## config.mk

```make
export PLATFORM = sky130hd
export DESIGN_NAME = rch_ctrl
export DESIGN_NICKNAME = d
export VERILOG_FILES = /design/src/rch_pkg.sv /design/src/rch_ctrl.sv
export SDC_FILE = /design/constraint.sdc
export NUM_CORES = 1
export LEC_CHECK = 0
export BUFFER_PORTS_ARGS = -buffer_cell sky130_fd_sc_hd__buf_2
export CORE_AREA = 2 2 39 41
export CTS_BUF_LIST = sky130_fd_sc_hd__clkbuf_4
export CTS_CLUSTER_SIZE = 16
export DETAILED_ROUTE_END_ITERATION = 10
export DIE_AREA = 0 0 41 43
export GPL_TIMING_DRIVEN = 1
export PLACE_DENSITY = 0.3
export SETUP_SLACK_MARGIN = 0.15
export SYNTH_ARGS = -nofsm -noshare
export SYNTH_HDL_FRONTEND = slang
export SYNTH_SLANG_ARGS = --single-unit
export TNS_END_PERCENT = 10
```

## constraint.sdc

```tcl
create_clock -name clk -period 1 [get_ports clk]
set_input_delay 0.2 -clock clk [delete_from_list [all_inputs] [get_ports clk]]
set_output_delay 0.2 -clock clk [all_outputs]
set_load 0.1 [all_outputs]
```

## src/rch_pkg.sv

```systemverilog
// shared constants, types and helper functions for the rgb color histogram
`default_nettype none
package rch_pkg;

  localparam int CHANNEL_BITS = 5;
  localparam int COUNT_BITS   = 32;
  localparam int COMP_BITS    = 8;
  localparam int OUT_BITS     = 32;
  localparam int IDX_BITS     = 3 * CHANNEL_BITS;
  localparam int BIN_DEPTH    = 1 << IDX_BITS;
  localparam int WIDE_BITS    = (COUNT_BITS > OUT_BITS) ? COUNT_BITS : OUT_BITS;

  localparam logic [COUNT_BITS-1:0] COUNT_MAX = {COUNT_BITS{1'b1}};
  localparam logic [WIDE_BITS-1:0]  OUT_MAX_W = WIDE_BITS'({OUT_BITS{1'b1}});

  localparam logic [0:0] CMD_COUNT = 1'b0;
  localparam logic [0:0] CMD_READ  = 1'b1;

  typedef logic [COUNT_BITS-1:0] count_t;
  typedef logic [IDX_BITS-1:0]   idx_t;

  // commands from the controller to the datapath
  typedef struct packed {
    logic clr_wr;
    logic rd_en;
    logic upd_wr;
  } rch_cmd_t;

  // status from the datapath to the controller
  typedef struct packed {
    logic clr_last;
  } rch_sts_t;

  function automatic count_t sat_inc(input count_t v);
    count_t r;
    if (v == COUNT_MAX) begin
      r = v;
    end else begin
      r = v + count_t'(1);
    end
    return r;
  endfunction

  // clip a counter value to the output width
  function automatic logic [OUT_BITS-1:0] to_out(input count_t v);
    logic [WIDE_BITS-1:0] w;
    logic [OUT_BITS-1:0]  r;
    w = WIDE_BITS'(v);
    if (w > OUT_MAX_W) begin
      r = {OUT_BITS{1'b1}};
    end else begin
      r = w[OUT_BITS-1:0];
    end
    return r;
  endfunction

  function automatic idx_t bin_index(input logic [COMP_BITS-1:0] r,
                                     input logic [COMP_BITS-1:0] g,
                                     input logic [COMP_BITS-1:0] b);
    return {r[COMP_BITS-1 -: CHANNEL_BITS],
            g[COMP_BITS-1 -: CHANNEL_BITS],
            b[COMP_BITS-1 -: CHANNEL_BITS]};
  endfunction

endpackage
`default_nettype wire

```

## src/rch_ctrl.sv

```systemverilog
// controller state machine: clearing pass, item acceptance and sequencing
`default_nettype none
module rch_ctrl (
  input  wire logic              clk,
  input  wire logic              rst_n,
  input  wire logic              start,
  input  wire logic              in_command,
  input  wire rch_pkg::rch_sts_t sts,
  output rch_pkg::rch_cmd_t      cmd,
  output logic                   busy,
  output logic                   out_valid
);

  localparam logic [1:0] S_CLEAR = 2'd0;
  localparam logic [1:0] S_IDLE  = 2'd1;
  localparam logic [1:0] S_UPD   = 2'd2;
  localparam logic [1:0] S_OUT   = 2'd3;

  logic [1:0] state_r;
  logic [1:0] state_nxt;
  logic       accept;

  assign busy   = (state_r != S_IDLE);
  assign accept = start && !busy;

  always_comb begin
    state_nxt  = state_r;
    cmd.clr_wr = 1'b0;
    cmd.rd_en  = 1'b0;
    cmd.upd_wr = 1'b0;
    out_valid  = 1'b0;
    case (state_r)
      S_CLEAR: begin
        cmd.clr_wr = 1'b1;
        if (sts.clr_last) begin
          state_nxt = S_IDLE;
        end
      end
      S_IDLE: begin
        if (accept) begin
          cmd.rd_en = 1'b1;
          if (in_command == rch_pkg::CMD_READ) begin
            state_nxt = S_OUT;
          end else begin
            state_nxt = S_UPD;
          end
        end
      end
      S_UPD: begin
        cmd.upd_wr = 1'b1;
        state_nxt  = S_IDLE;
      end
      S_OUT: begin
        out_valid = 1'b1;
        state_nxt = S_IDLE;
      end
      default: begin
        state_nxt = S_CLEAR;
      end
    endcase
  end

  always_ff @(posedge clk) begin
    if (!rst_n) begin
      state_r <= S_CLEAR;
    end else begin
      state_r <= state_nxt;
    end
  end

endmodule
`default_nettype wire

```

* Word level (Yosys, flattened, before mapping)
Cells that the tools add are included.
Storage, ports and cells: flip-flop bits (word level) 2, bits of input ports 5, word-level logic and storage cells 21
Cells by class: equal/unequal tests 6, multiplexer cells 9, reductions and logical operators 5
Operators with widths (count):
- $mux 1 | 6
- $pmux 2 s3 | 1
- $eq 2x2->1 const B | 2
- $mux 2 | 2
- $ne 2x2->1 const B | 2
- $eq 2x1->1 const B | 1
- $logic_not 2->1 | 1
- $ne 2x1->1 const B | 1
- $reduce_and 2->1 | 1
- $reduce_or 2->1 | 1
- $logic_and 1x1->1 | 1
- $logic_not 1->1 | 1

* Depth between registers and ports, before layout
depth after elaboration 5, depth in mapped cells 2, depth with buffers taken out 2

* Worst setup path before layout
Ideal clock, no wire load.
path type reg2out, start point register state_r[0], end point output cmd[2] (netlist bit), arrival time 1.584 ns, path slack -0.784 ns, cell stages (with the launch flop) 2, path buffers 0, cells stage by stage dfxtp_1 -> nor2_1
RTL lines:
- start: declaration | line rch_ctrl.sv:19 | logic [1:0] state_r;
- start signal: assignment | line rch_ctrl.sv:67 | state_r <= state_nxt;
- end: declaration | line rch_ctrl.sv:9 | output rch_pkg::rch_cmd_t cmd,

==> metrics.cfg <==
[pwr]
total_power_uw = 469
power.density_nw_per_um2 = 1540
leakagePower_nw = 0.138
vdd_drop_max_mv = 0.513

[placement]
routabilityCongestion = 0.561
port_buffers = 9
dpl_cell_area_um2 = 278

[critical_path]
cp_num_buf_inv = 1
critPathMaxFanout = 6
reg2reg_to = state_r[0]
slowest_delay_ns = 0.35
crit_path_top_delay_cell = dfxtp_4
endpoint_kind = output pin
cp-start-kind = flop
cp.arrival_ns = 1.06
cp_cell_sequence = and3b_4 > buf_12
crit_type = flop to output pin
rrSetupSlack_ns = 0.06
worst_r2r_path_depth = 2
required_ns = 0.80
cp_top_family = flip-flops
timing.rr.start = state_r[0]

[final_layout]
top_regs = state_r (2)
largest_reg_flops = 2
layout_commonest_cell = buf_12
diodes = 0
top_register = state_r
nets = 32
final_cell_mix = buf_12, buf_2, clkbuf_4
design_area_um2 = 304
synthToLayoutAreaGrowth_pct = 189
drive_above_1_share_pct = 84.0

[drt]
wire_per_inst_um = 7.85
num_vias = 134
drt-total-wl_um = 322
initialDrtViolationCount = 0
via_per_inst = 3.27
drcViolationCount = 0
ant_nets = 0
dr.pass1.iters = 1

[cts]
cts.sinks = 2
path_clk_slew_ns = 0.03
cts_hold_buf = 0
cts_buffer_depth = 2
htreeDepth = 1
cts_buffers = 3
cts_tree = built
cts_root_buf = clkbuf_4
insertion_delay_ns = 0.22

[yosys]
yosysTopAreaCell = dfxtp_1
synth_top_area_share_pct = 38.1
syn_avg_cell_area_um2 = 9.55
yosys_warnings = 0
post_synth_instance_area_um2 = 105
synth_cell_types = 10
ys_ff_latch = 2
synth.yosys.seq_area_share_pct = 38.1
synth_area_leaders = dfxtp_1, and3b_2, o311a_1, and2b_2, nand2b_2
synthCells = 11
synthesis.nets = 16

[sta]
setup_viol = 5
finClkSkew_ns = 0.00145
relSlewSlack_pct = 93.3
slew_viol_final = 0
finalSetupTns_ns = -0.863
period_needed_ns = 1.26
hold_viol = 0
setup_ws_ns = -0.263
rsz0062_at_grt = true
fmax_mhz = 792
worst_slew_pin_slew_ns = 0.0998
fin_crit_sh_pct = 126

[grt]
grt_overflow_total = 0
grt_max_degree = 7
antenna_found_initial = 0
grt_pass1_vias = 151
grtUsageTotal_pct = 5.21
grt_pass1_wl_um = 517

[floorplan]
dieHeight_um = 43
initial_core_util_pct = 7.59
core-area_um2 = 1380
die_area_um2 = 1760
io_pins = 10
die_w_um = 41
rows = 14

[outcome]
violations = setup timing
status = finished with violations

[worst_hold_path]
hold_start = rst_n
hold_path_class = input pin to flop
worstHoldEndpoint = state_r[1]
holdPathStages = 2

[flow_run]
max-cap-violations = 0

[cell type report]
class,instances,area (µm²)
clock buffers,3,22.5
fillers,148,1080
inverters,1,3.75
multi-input cells,8,77.6
flip-flops and latches,2,45.0
well taps,16,20.0
repair buffers,11,135
[per-stage QoR]
stage / setup slack (ns) / util (%) / hold slack, ns / cells
2_1_floorplan: -0.100 / - / 0.322 / 11
3_3_place_gp: -0.0408 / 20.1 / 0.419 / 38
3_5_place_dp: -0.0586 / 20.1 / 0.428 / 38
4_1_cts: -0.268 / 21.8 / 0.190 / 41
5_1_grt: -0.294 / 22.0 / 0.206 / 41
6_report: -0.263 / 22.0 / 0.197 / 41
[worst register-to-register path: stages, from the launching register on]
cell and delay (ns):
dfxtp_2 0.33, or3_1 0.36, o311a_1 0.13
[power by group]
part,internal [mW],switching (mW),total (mW),leakage [nW]
registers,0.0849,0.00757,0.0925,0.0175
clock network,0.132,0.0467,0.179,0.0138
logic,0.0786,0.118,0.197,0.106
total,0.296,0.173,0.469,0.138
[kinds of logic after synthesis]
group / after synthesis / synth area share [%]
buffers and inverters: 1 / 3.57
DFF: 2 / 38.1
AOI/OAI and AO/OA: 1 / 9.52
and+or+nand+nor: 7 / 48.8
[worst max-delay path by stage]
| stage | from | to | cells past startpoint |
|---|---|---|---|
| 3_5_place_dp | state_r[1] | cmd[1] | 2 |
| 6_report | state_r[1] | cmd[1] | 2 |
| 5_1_grt | state_r[1] | cmd[1] | 2 |
| 4_1_cts | state_r[1] | cmd[1] | 2 |
| 2_1_floorplan | state_r[1] | state_r[0] | 2 |
| 3_3_place_gp | state_r[1] | cmd[1] | 2 |
[synth_stat cells]
cell and n:
nor2_1 1, nand2b_2 1, and2_1 1, and2b_2 1, or3_1 1, dfxtp_1 2
and2_2 1, o311a_1 1, and3b_2 1, inv_1 1
[per-layer routing]
layer  share of wire, %  wire [µm]  vias to the layer above  GRT usage, %
met5                  0          0                        -             0
met4                4.7         15                        0          10.0
met3                 15         48                        2          2.09
met2                 33        105                       12          4.38
met1                 47        152                       53          6.07
li1                   -          -                       67             -
[repair_timing]
| action | 4_1_cts | 5_1_grt |
|---|---|---|
| pin swaps | 0 | 1 |
| buffers inserted | 0 | 0 |
| resized for setup | 1 | 1 |
| setup endpoints to repair | 7 | 7 |
| cloned | 0 | 0 |
(Power assumes the default switching activity.)
